[src/hdl/at_rlc_pkg.sv]
package at_rlc_pkg;

    localparam logic [7:0] CH_CR       = 8'h0D;
    localparam logic [7:0] CH_LF       = 8'h0A;
    localparam logic [7:0] CH_SP       = 8'h20;
    localparam logic [7:0] CH_TAB      = 8'h09;
    localparam logic [7:0] CH_RBRACKET = 8'h5D;
    localparam logic [7:0] CH_E        = 8'h45;
    localparam logic [7:0] CH_R        = 8'h52;
    localparam logic [7:0] CH_O        = 8'h4F;
    localparam logic [7:0] CH_K        = 8'h4B;
    localparam logic [7:0] CH_0        = 8'h30;
    localparam logic [7:0] CH_9        = 8'h39;

    // Length of the pattern "ERROR".
    localparam logic [2:0] ERR_LEN = 3'd5;

    localparam logic [31:0] ACC_MAX = 32'hFFFF_FFFF;

    // Width of the packed result on the output stream, padded to bytes.
    localparam int RES_W  = 35;
    localparam int RES_TW = 40;

    typedef enum logic [1:0] {
        OKP_EMPTY = 2'd0,
        OKP_O     = 2'd1,
        OKP_OK    = 2'd2,
        OKP_NONE  = 2'd3
    } okp_t;

    typedef struct packed {
        okp_t        ok_prog;
        logic        digits_only;
        logic        nonempty;
        logic [31:0] accum;
        logic [2:0]  err_prog;
        logic        err_found;
    } tok_state_t;

    localparam tok_state_t TOK_INIT = '{
        ok_prog:     OKP_EMPTY,
        digits_only: 1'b1,
        nonempty:    1'b0,
        accum:       32'd0,
        err_prog:    3'd0,
        err_found:   1'b0
    };

    typedef struct packed {
        logic [31:0] number;
        logic        value_valid;
        logic        error_seen;
        logic        ok_reply;
    } result_t;

    // Character expected at each position of "ERROR".
    function automatic logic [7:0] err_char(input logic [2:0] pos);
        logic [7:0] ch;
        unique case (pos)
            3'd0:    ch = CH_E;
            3'd1:    ch = CH_R;
            3'd2:    ch = CH_R;
            3'd3:    ch = CH_O;
            3'd4:    ch = CH_R;
            default: ch = CH_E;
        endcase
        return ch;
    endfunction

endpackage

[src/hdl/at_rlc_line_track.sv]
module at_rlc_line_track (
    input  logic [7:0]              byte_in,
    input  logic                    keep,
    input  logic                    line_empty,
    input  at_rlc_pkg::tok_state_t  tok_cur,
    output at_rlc_pkg::tok_state_t  tok_nxt,
    output logic                    is_eol,
    output logic                    emit,
    output at_rlc_pkg::result_t     res
);
    import at_rlc_pkg::*;

    logic [2:0]  err_pos;
    logic        is_delim;
    logic        is_digit;
    logic [35:0] acc_prod;
    logic        valid;

    assign is_eol   = (byte_in == CH_CR) || (byte_in == CH_LF);
    assign emit     = is_eol && !line_empty;
    assign is_delim = (byte_in == CH_SP) || (byte_in == CH_TAB) || (byte_in == CH_RBRACKET);
    assign is_digit = (byte_in >= CH_0) && (byte_in <= CH_9);
    assign err_pos  = (tok_cur.err_prog >= ERR_LEN) ? 3'd0 : tok_cur.err_prog;

    // accum * 10 + digit, with headroom to detect overflow.
    assign acc_prod = {1'b0, tok_cur.accum, 3'b000} + {3'b000, tok_cur.accum, 1'b0}
                    + {32'd0, byte_in[3:0] - CH_0[3:0]};

    assign valid           = tok_cur.digits_only && tok_cur.nonempty;
    assign res.ok_reply    = (tok_cur.ok_prog == OKP_OK);
    assign res.error_seen  = tok_cur.err_found;
    assign res.value_valid = valid;
    assign res.number      = valid ? tok_cur.accum : 32'd0;

    always_comb
    begin
        tok_nxt = tok_cur;
        if (is_eol)
        begin
            tok_nxt = TOK_INIT;
        end
        else if (keep)
        begin
            // Search for "ERROR"; it has no self-overlap, so a miss restarts.
            if (byte_in == err_char(err_pos))
            begin
                if (err_pos + 3'd1 == ERR_LEN)
                begin
                    tok_nxt.err_found = 1'b1;
                    tok_nxt.err_prog  = 3'd0;
                end
                else
                begin
                    tok_nxt.err_prog = err_pos + 3'd1;
                end
            end
            else
            begin
                tok_nxt.err_prog = (byte_in == CH_E) ? 3'd1 : 3'd0;
            end

            if (is_delim)
            begin
                tok_nxt.ok_prog     = OKP_EMPTY;
                tok_nxt.digits_only = 1'b1;
                tok_nxt.nonempty    = 1'b0;
                tok_nxt.accum       = 32'd0;
            end
            else
            begin
                tok_nxt.nonempty = 1'b1;
                if (tok_cur.ok_prog == OKP_EMPTY && byte_in == CH_O)
                    tok_nxt.ok_prog = OKP_O;
                else if (tok_cur.ok_prog == OKP_O && byte_in == CH_K)
                    tok_nxt.ok_prog = OKP_OK;
                else
                    tok_nxt.ok_prog = OKP_NONE;

                if (is_digit)
                begin
                    if (tok_cur.digits_only)
                        tok_nxt.accum = (acc_prod[35:32] != 4'd0) ? ACC_MAX : acc_prod[31:0];
                end
                else
                begin
                    tok_nxt.digits_only = 1'b0;
                    tok_nxt.accum       = 32'd0;
                end
            end
        end
    end

endmodule

[src/hdl/at_response_line_classifier.sv]
// The line end passes the input register, and its result is then held in the result register.
// Throughput: one byte per cycle while no line end waits on the result register, set by the
// line state update loop (token, "OK" and "ERROR" trackers plus the times-ten accumulator).
// Reset: rst_n is asynchronous and active low; it empties both pipeline registers and
// returns all line state to the empty-line condition.
module at_response_line_classifier #(
    parameter int LINE_CAPACITY = 32
) (
    input  logic        clk,
    input  logic        rst_n,
    input  logic        s_axis_tvalid,
    output logic        s_axis_tready,
    input  logic [7:0]  s_axis_tdata,   // [7:0] rx_byte
    output logic        m_axis_tvalid,
    input  logic        m_axis_tready,
    output logic [39:0] m_axis_tdata    // [0] ok_reply, [1] error_seen, [2] value_valid,
                                        // [34:3] number, [39:35] zero
);
    import at_rlc_pkg::*;

    // The kept counter only has to reach LINE_CAPACITY-1.
    localparam int KEPT_W = $clog2(LINE_CAPACITY);
    localparam logic [KEPT_W-1:0] KEPT_MAX = KEPT_W'(LINE_CAPACITY - 1);

    // Input register: holds one byte that has been transferred in but not yet processed.
    logic              in_valid_reg;
    logic [7:0]        in_byte_reg;

    // Line state.
    logic [KEPT_W-1:0] kept_reg;
    logic [KEPT_W-1:0] kept_next;
    tok_state_t        tok_reg;
    tok_state_t        tok_next;

    // Result register.
    logic              out_valid_reg;
    logic              out_valid_next;
    result_t           out_data_reg;

    logic              is_eol;
    logic              emit;
    result_t           res;
    logic              keep;
    logic              out_free;
    logic              advance;

    assign keep = (kept_reg < KEPT_MAX);

    at_rlc_line_track u_track (
        .byte_in    (in_byte_reg),
        .keep       (keep),
        .line_empty (kept_reg == '0),
        .tok_cur    (tok_reg),
        .tok_nxt    (tok_next),
        .is_eol     (is_eol),
        .emit       (emit),
        .res        (res)
    );

    // A byte that produces no result can always be processed; a line end with
    // kept text waits until the result register is free or being emptied.
    assign out_free      = !out_valid_reg || m_axis_tready;
    assign advance       = in_valid_reg && (!emit || out_free);
    assign s_axis_tready = !in_valid_reg || advance;

    always_comb
    begin
        if (is_eol)
            kept_next = '0;
        else if (keep)
            kept_next = kept_reg + KEPT_W'(1);
        else
            kept_next = kept_reg;
    end

    always_comb
    begin
        out_valid_next = out_valid_reg && !m_axis_tready;
        if (advance && emit)
            out_valid_next = 1'b1;
    end

    always_ff @(posedge clk or negedge rst_n)
    begin
        if (!rst_n)
        begin
            in_valid_reg  <= 1'b0;
            kept_reg      <= '0;
            tok_reg       <= TOK_INIT;
            out_valid_reg <= 1'b0;
        end
        else
        begin
            if (s_axis_tready)
                in_valid_reg <= s_axis_tvalid;
            if (advance)
            begin
                kept_reg <= kept_next;
                tok_reg  <= tok_next;
            end
            out_valid_reg <= out_valid_next;
        end
    end

    // Payload registers carry no reset.
    always_ff @(posedge clk)
    begin
        if (s_axis_tready && s_axis_tvalid)
            in_byte_reg <= s_axis_tdata;
        if (advance && emit)
            out_data_reg <= res;
    end

    assign m_axis_tvalid = out_valid_reg;
    assign m_axis_tdata  = {(RES_TW - RES_W)'(0), out_data_reg};

endmodule

[config.mk]
export PLATFORM = sky130hd
export DESIGN_NAME = at_response_line_classifier
export DESIGN_NICKNAME = d
export VERILOG_FILES = /design/src/hdl/at_rlc_pkg.sv /design/src/hdl/at_rlc_line_track.sv /design/src/hdl/at_response_line_classifier.sv
export SDC_FILE = /design/constraint.sdc
export NUM_CORES = 1
export LEC_CHECK = 0
export ABC_AREA = 0
export BUFFER_PORTS_ARGS = -buffer_cell sky130_fd_sc_hd__buf_2
export CORE_ASPECT_RATIO = 2
export CORE_UTILIZATION = 55
export CTS_BUF_LIST = sky130_fd_sc_hd__clkbuf_2 sky130_fd_sc_hd__clkbuf_4 sky130_fd_sc_hd__clkbuf_8
export CTS_CLUSTER_SIZE = 12
export DETAILED_ROUTE_END_ITERATION = 10
export HOLD_SLACK_MARGIN = 0.15
export PLACE_DENSITY_LB_ADDON = 0.3
export SETUP_SLACK_MARGIN = 0.3
export SYNTH_ARGS = -nofsm -noshare
export SYNTH_HDL_FRONTEND = slang
export SYNTH_SLANG_ARGS = --single-unit
[constraint.sdc]
create_clock -name clk -period 9.8 [get_ports clk]
set_input_delay 1.96 -clock clk [delete_from_list [all_inputs] [get_ports clk]]
set_output_delay 1.96 -clock clk [all_outputs]
set_load 0.01 [all_outputs]
# Yosys cells after proc, flatten, opt, wreduce, memory -nomap -nowiden
# Index checks and enable logic that the tools add are counted.
[word_totals] inputBits=12 reg_bits=90 wordCells=92 out_inout_bits=42
[classes] add_sub_neg=4 reduce_logical=31 muxes=21 magnitude_cmp=4 n_eq_ne=18
[op_table] cell="$mux W32" n=3
[op_table] cell="$mux W40" n=2
[op_table] cell="$add A35 B33 Y36" n=1
[op_table] cell="$add A36 B4 Y36" n=1
[op_table] cell="$mux W36" n=1
[op_table] cell="$eq A8 B7 Y1 const B" n=4
[op_table] cell="$eq A8 B4 Y1 const B" n=3
[op_table] cell="$mux W8" n=2
[op_table] cell="$mux W5" n=2
[op_table] cell="$pmux W5 S2" n=1
[op_table] cell="$logic_and A1 B1 Y1" n=9
[op_table] cell="$mux W3" n=3
[op_table] cell="$eq A8 B6 Y1 const B" n=1
[op_table] cell="$eq A8 B8 Y1" n=1
[op_table] cell="$ge A8 B6 Y1 const B" n=1
[op_table] cell="$le A8 B6 Y1 const B" n=1
[op_table] cell="$eq A3 B2 Y1 const B" n=2
[op_table] cell="$eq A3 B3 Y1 const B" n=2
[op_table] cell="$logic_or A1 B1 Y1" n=6
[op_table] cell="$mux W1" n=6
[op_table] cell="$reduce_and A3 Y1" n=2
[op_table] cell="$reduce_bool A2 Y1" n=3
[op_table] cell="$add A5 B1 Y5 const B" n=1
[op_table] cell="$logic_not A1 Y1" n=5
[op_table] cell="other kinds (15)" n=15

# Depth between registers and ports, before layout
[logic_depth] ltp_word=11 ltp_mapped=13 depth_no_buf=12

# Modules after synthesis
# Synthesis repeated with hierarchy kept, for this count alone.
[unflattened] hier_cells=723 area_unflattened_um2=7309.5
[modules_own_cells] mod="at_rlc_line_track" seq_area_each_um2=0.0 area_each_um2=3892.5 n_inst=1 cells_each=546
[modules_own_cells] mod="at_response_line_classifier" seq_area_each_um2=2468.6 area_each_um2=3417.0 n_inst=1 cells_each=177

# Worst setup path before layout
# Ideal clock, no wire load.
[synth_timing] path_type="input to output" startpoint="input port m_axis_tready" endpoint="output port s_axis_tready" t_required_ns=7.840 cell_stages=3 slack_ns=5.515 n_path_buf=0 arrival_ns=2.325 cell_sequence="nand2b_1 > nor2_1 > inv_1"
[synth_via] elab_chain_len=4
[synth_rtl] element="start: declaration" line="at_response_line_classifier.sv:15" source="input logic m_axis_tready,"
[synth_rtl] element="$logic_or A1 B1 Y1" line="at_response_line_classifier.sv:62" source="assign out_free = !out_valid_reg || m_axis_tready;"
[synth_rtl] element="$logic_or A1 B1 Y1" line="at_response_line_classifier.sv:63" source="assign advance = in_valid_reg && (!emit || out_free);"
[synth_rtl] element="$logic_and A1 B1 Y1" line="at_response_line_classifier.sv:63"
[synth_rtl] element="$logic_or A1 B1 Y1" line="at_response_line_classifier.sv:64" source="assign s_axis_tready = !in_valid_reg || advance;"
[synth_rtl] element="end: declaration" line="at_response_line_classifier.sv:12" source="output logic s_axis_tready,"
# No other way between the ends.

# Worst setup path in the final report
# Ends and elaborated chain as after synthesis.

==> results.cfg <==
[cells_and_area]
layout.cells.most_common = sky130_fd_sc_hd__ha_1
area.sequential_um2 = 2469
diodes = 0
most-common-layout-cells = sky130_fd_sc_hd__ha_1 (70), sky130_fd_sc_hd__nand2_1 (57), sky130_fd_sc_hd__buf_2 (48)
final.fill_count = 961
final_layout_size_suffix_gt1_frac = 0.1154
final_nets = 755
post-route-util = 0.6157
flip_flop_count_of_the_largest_register_after_layout = 40
layout-area-overhead-vs-synth_pct = 8.545
multi_input_area_um2 = 3521

[clock_network]
cts-hold-fix-buffers = 0
cts_inserted_buffers = 9
clkLatencyLatePin_ps = 380
clk_transition_reported_paths_ps = 80
cts_setup_buffers = 0
htreeDepth = 3
cts_root_buffer = sky130_fd_sc_hd__clkbuf_8
clkSinkCount = 90
ctsLongestPathBuffers = 2
post_cts.resized_instances = 0
clock_tree_from_tritoncts = built

[logic_synthesis]
synth_edf_count = 43
synth_xor_area_frac = 0.02398
ys_warn_count = 0
netlist-cell-type-count = 67
ys_dominant_reg_cell = sky130_fd_sc_hd__dfrtp_1
number_of_instances_in_the_synthesized_netlist = 639
synthMuxAreaShare = 0.01028
synth_seq_area_share = 0.3976
postSynth.asyncResetShare = 0.5222
synth_top_family_by_area = compound AO/OA/AOI/OAI gates
synthesized_area_fraction_occupied_by_ao_oa_aoi_and_oai_cells = 0.1949
synth.ff_latch_count = 90
post_synth_simple_gate_area = 0.1848
syn_area_per_cell_um2 = 9.716
mappedNetlistArea_um2 = 6208
synthAdderAreaFrac = 0.1475

[detailed_routing]
dr.pass1.iters = 5
drt_iter0_drc = 353
detailroute.via_count = 5241
wl_mm = 15.82
via_per_inst = 6.423
drt.antenna.violating_nets = 0
detail_route.drc_violations = 0
routed_wire_length_per_instance_um = 19.38

[power_and_ir_drop]
intPower_uw = 577.7
clock_power_share = 0.367
seq_power_share = 0.556
total_leakage_power_uw = 0.003429
power.density_cell_area_nw_per_um2 = 115.9
comb_pwr_share = 0.077
power.switching_fraction = 0.2601
switchingPower_uw = 203.1
power.ir.vdd_worst_mv = 0.1242

[global_route]
antenna_found_initial = 0
grt_remaining_overflow = 0
wire_length_of_the_first_global_routing_pass_mm = 25.91
grt.total_usage = 0.2838
first_global_vias = 5595
grt_max_degree = 48

[placement]
gp_congestion = 0.9428
dpl_worst_slack_ps = 5284
dpl.hpwl_mm = 11.66
placement.io_buffers = 48

[status]
status = finished, final reports clean

[timing]
rsz_0062_raised_after_global_routing = false
slew_headroom = 0.1979
least_margin_pin_slew_ps = 1203
timing_hold_violations_final = 0
final_cycle_utilization_of_the_critical_path = 0.4606
timing_max_transition_violations_final = 0
period_needed_ps = 4514
setup_violations = 0
fmax_mhz = 221.5
post-route-worst-setup-slack_ps = 5286
final.setup.tns_ps = 0
finClkSkew_ps = 16.39

[setup_path]
worst-path-max-fanout = 3
worst_path_class_setup = input port to output pin
cp-end-kind = output pin
slowest_stage = sky130_fd_sc_hd__nor2_1
critical_path.cell_chain = buf_2 > nand2b_1 > nor2_1 > inv_1 > buf_2
cp_data_required_time_ps = 7840
timing.critical_path.arrival_ps = 2550
cp_num_buf_inv = 3
cp_common_cell = sky130_fd_sc_hd__buf_2
delay_heaviest_family_cp = simple AND/OR/NAND/NOR gates
critPathLaunchType = input port
max_stage_delay_ps = 160

[die]
initial_core_util = 0.5672
core_area_um2 = 10950
row_count = 54
die_w_um = 77.13
boundaryPins = 54
fp.dieArea_um2 = 11740
dieHeight_um = 152.3

[run]
maxCapViolCount = 0

[hold_path]
timing.hold.worst.class = flip-flop to flip-flop
[path summary, 6_finish.rpt]
check	startpoint	to	slack, ps	depth (start not counted)
min in group asynchronous	rst_n	tok_reg[22]	1800	1
hold / removal	tok_reg[0]	m_axis_tdata[1]	460	0
hold reg to reg	tok_reg[0]	m_axis_tdata[1]	460	0
max in group asynchronous	rst_n	tok_reg[5]	7280	1
setup reg to reg	in_byte_reg[3]	tok_reg[20]	5450	13
setup / recovery	m_axis_tready	s_axis_tready	5290	5
[layer usage]
layer / share of wire / wire length, µm / GRT usage
met3: 0.033 / 529 / 0.04311
met4: 0.069 / 1086 / 0.2300
met2: 0.56 / 8853 / 0.5381
met1: 0.34 / 5347 / 0.2540
met5: 0 / 0 / 0
[cells by family (layout without fill, tap and decap cells)]
group                      Yosys count  after routing
adders and majority gates           72             72
other                                1              5
muxes                                6              6
AOI/OAI and AO/OA                  171            171
and+or+nand+nor                    224            224
xor gates and xnor gates            17             17
DFF                                 90             90
buffers and inverters               58             91
[cell usage after synthesis (all sizes together) (4+ instances only)]
cell type  instances  share of area
a211oi             8         0.0097
inv               23          0.014
nand2b             4         0.0040
clkbuf            20          0.012
nor3               8         0.0064
o21a               5         0.0060
a21oi             39          0.031
o2111ai            6         0.0085
o31ai              9          0.012
ha                70           0.14
a21o              16          0.019
buf               15          0.014
xor2               6         0.0085
nand2             57          0.034
nand3             44          0.035
xnor2             11          0.016
a22oi             21          0.026
edfxtp            43           0.21
nor3b              7         0.0085
o21ai             31          0.025
a31oi              4         0.0064
nor2              32          0.019
and3              33          0.033
o21bai             8         0.0097
mux2i              6          0.010
dfrtp             46           0.19
nor2b              8         0.0081
nand4             11          0.011
[worst register-to-register path: cells and delay by family, from the launching register on]
kind	cells	cell delay, ps
AO/OA/AOI/OAI	4	1580
multiplexers	1	150
adder cells (fa/ha/maj)	2	890
flip-flops	1	500
buffers and inverters	3	540
AND/OR/NAND/NOR	3	590
[power by group through the flow]
stage | clock network, µW | logic [µW] | registers, µW
final | 287 | 59.8 | 434
after CTS | 290 | 60.4 | 434
after detailed placement | 0 | 60.9 | 442
after global routing | 304 | 69.4 | 437
after global placement | 0 | 53.8 | 440
after floorplan | 0 | 49.1 | 429
[through the flow]
stage                     instances  power, µW  hold WS, ps  instance area, µm²
after detailed placement        800      502.7        439.3                6521
after global placement          800      493.7        432.9                6521
final                           816      780.8        457.5                6739
after floorplan                 643      477.7        425.8                6223
after global routing            816      810.1        463.9                6739
after CTS                       816      784.1        458.2                6739
[area by class of cell]
cell class / instances / share of cell area
multi-input cells: 495 / 0.5225
flip-flops and latches: 90 / 0.3663
repair buffers: 52 / 0.04010
well taps: 140 / 0.02599
clock buffers: 11 / 0.02061
inverters: 23 / 0.01281
clock inverters: 5 / 0.01170
(Power assumes the default switching activity.)
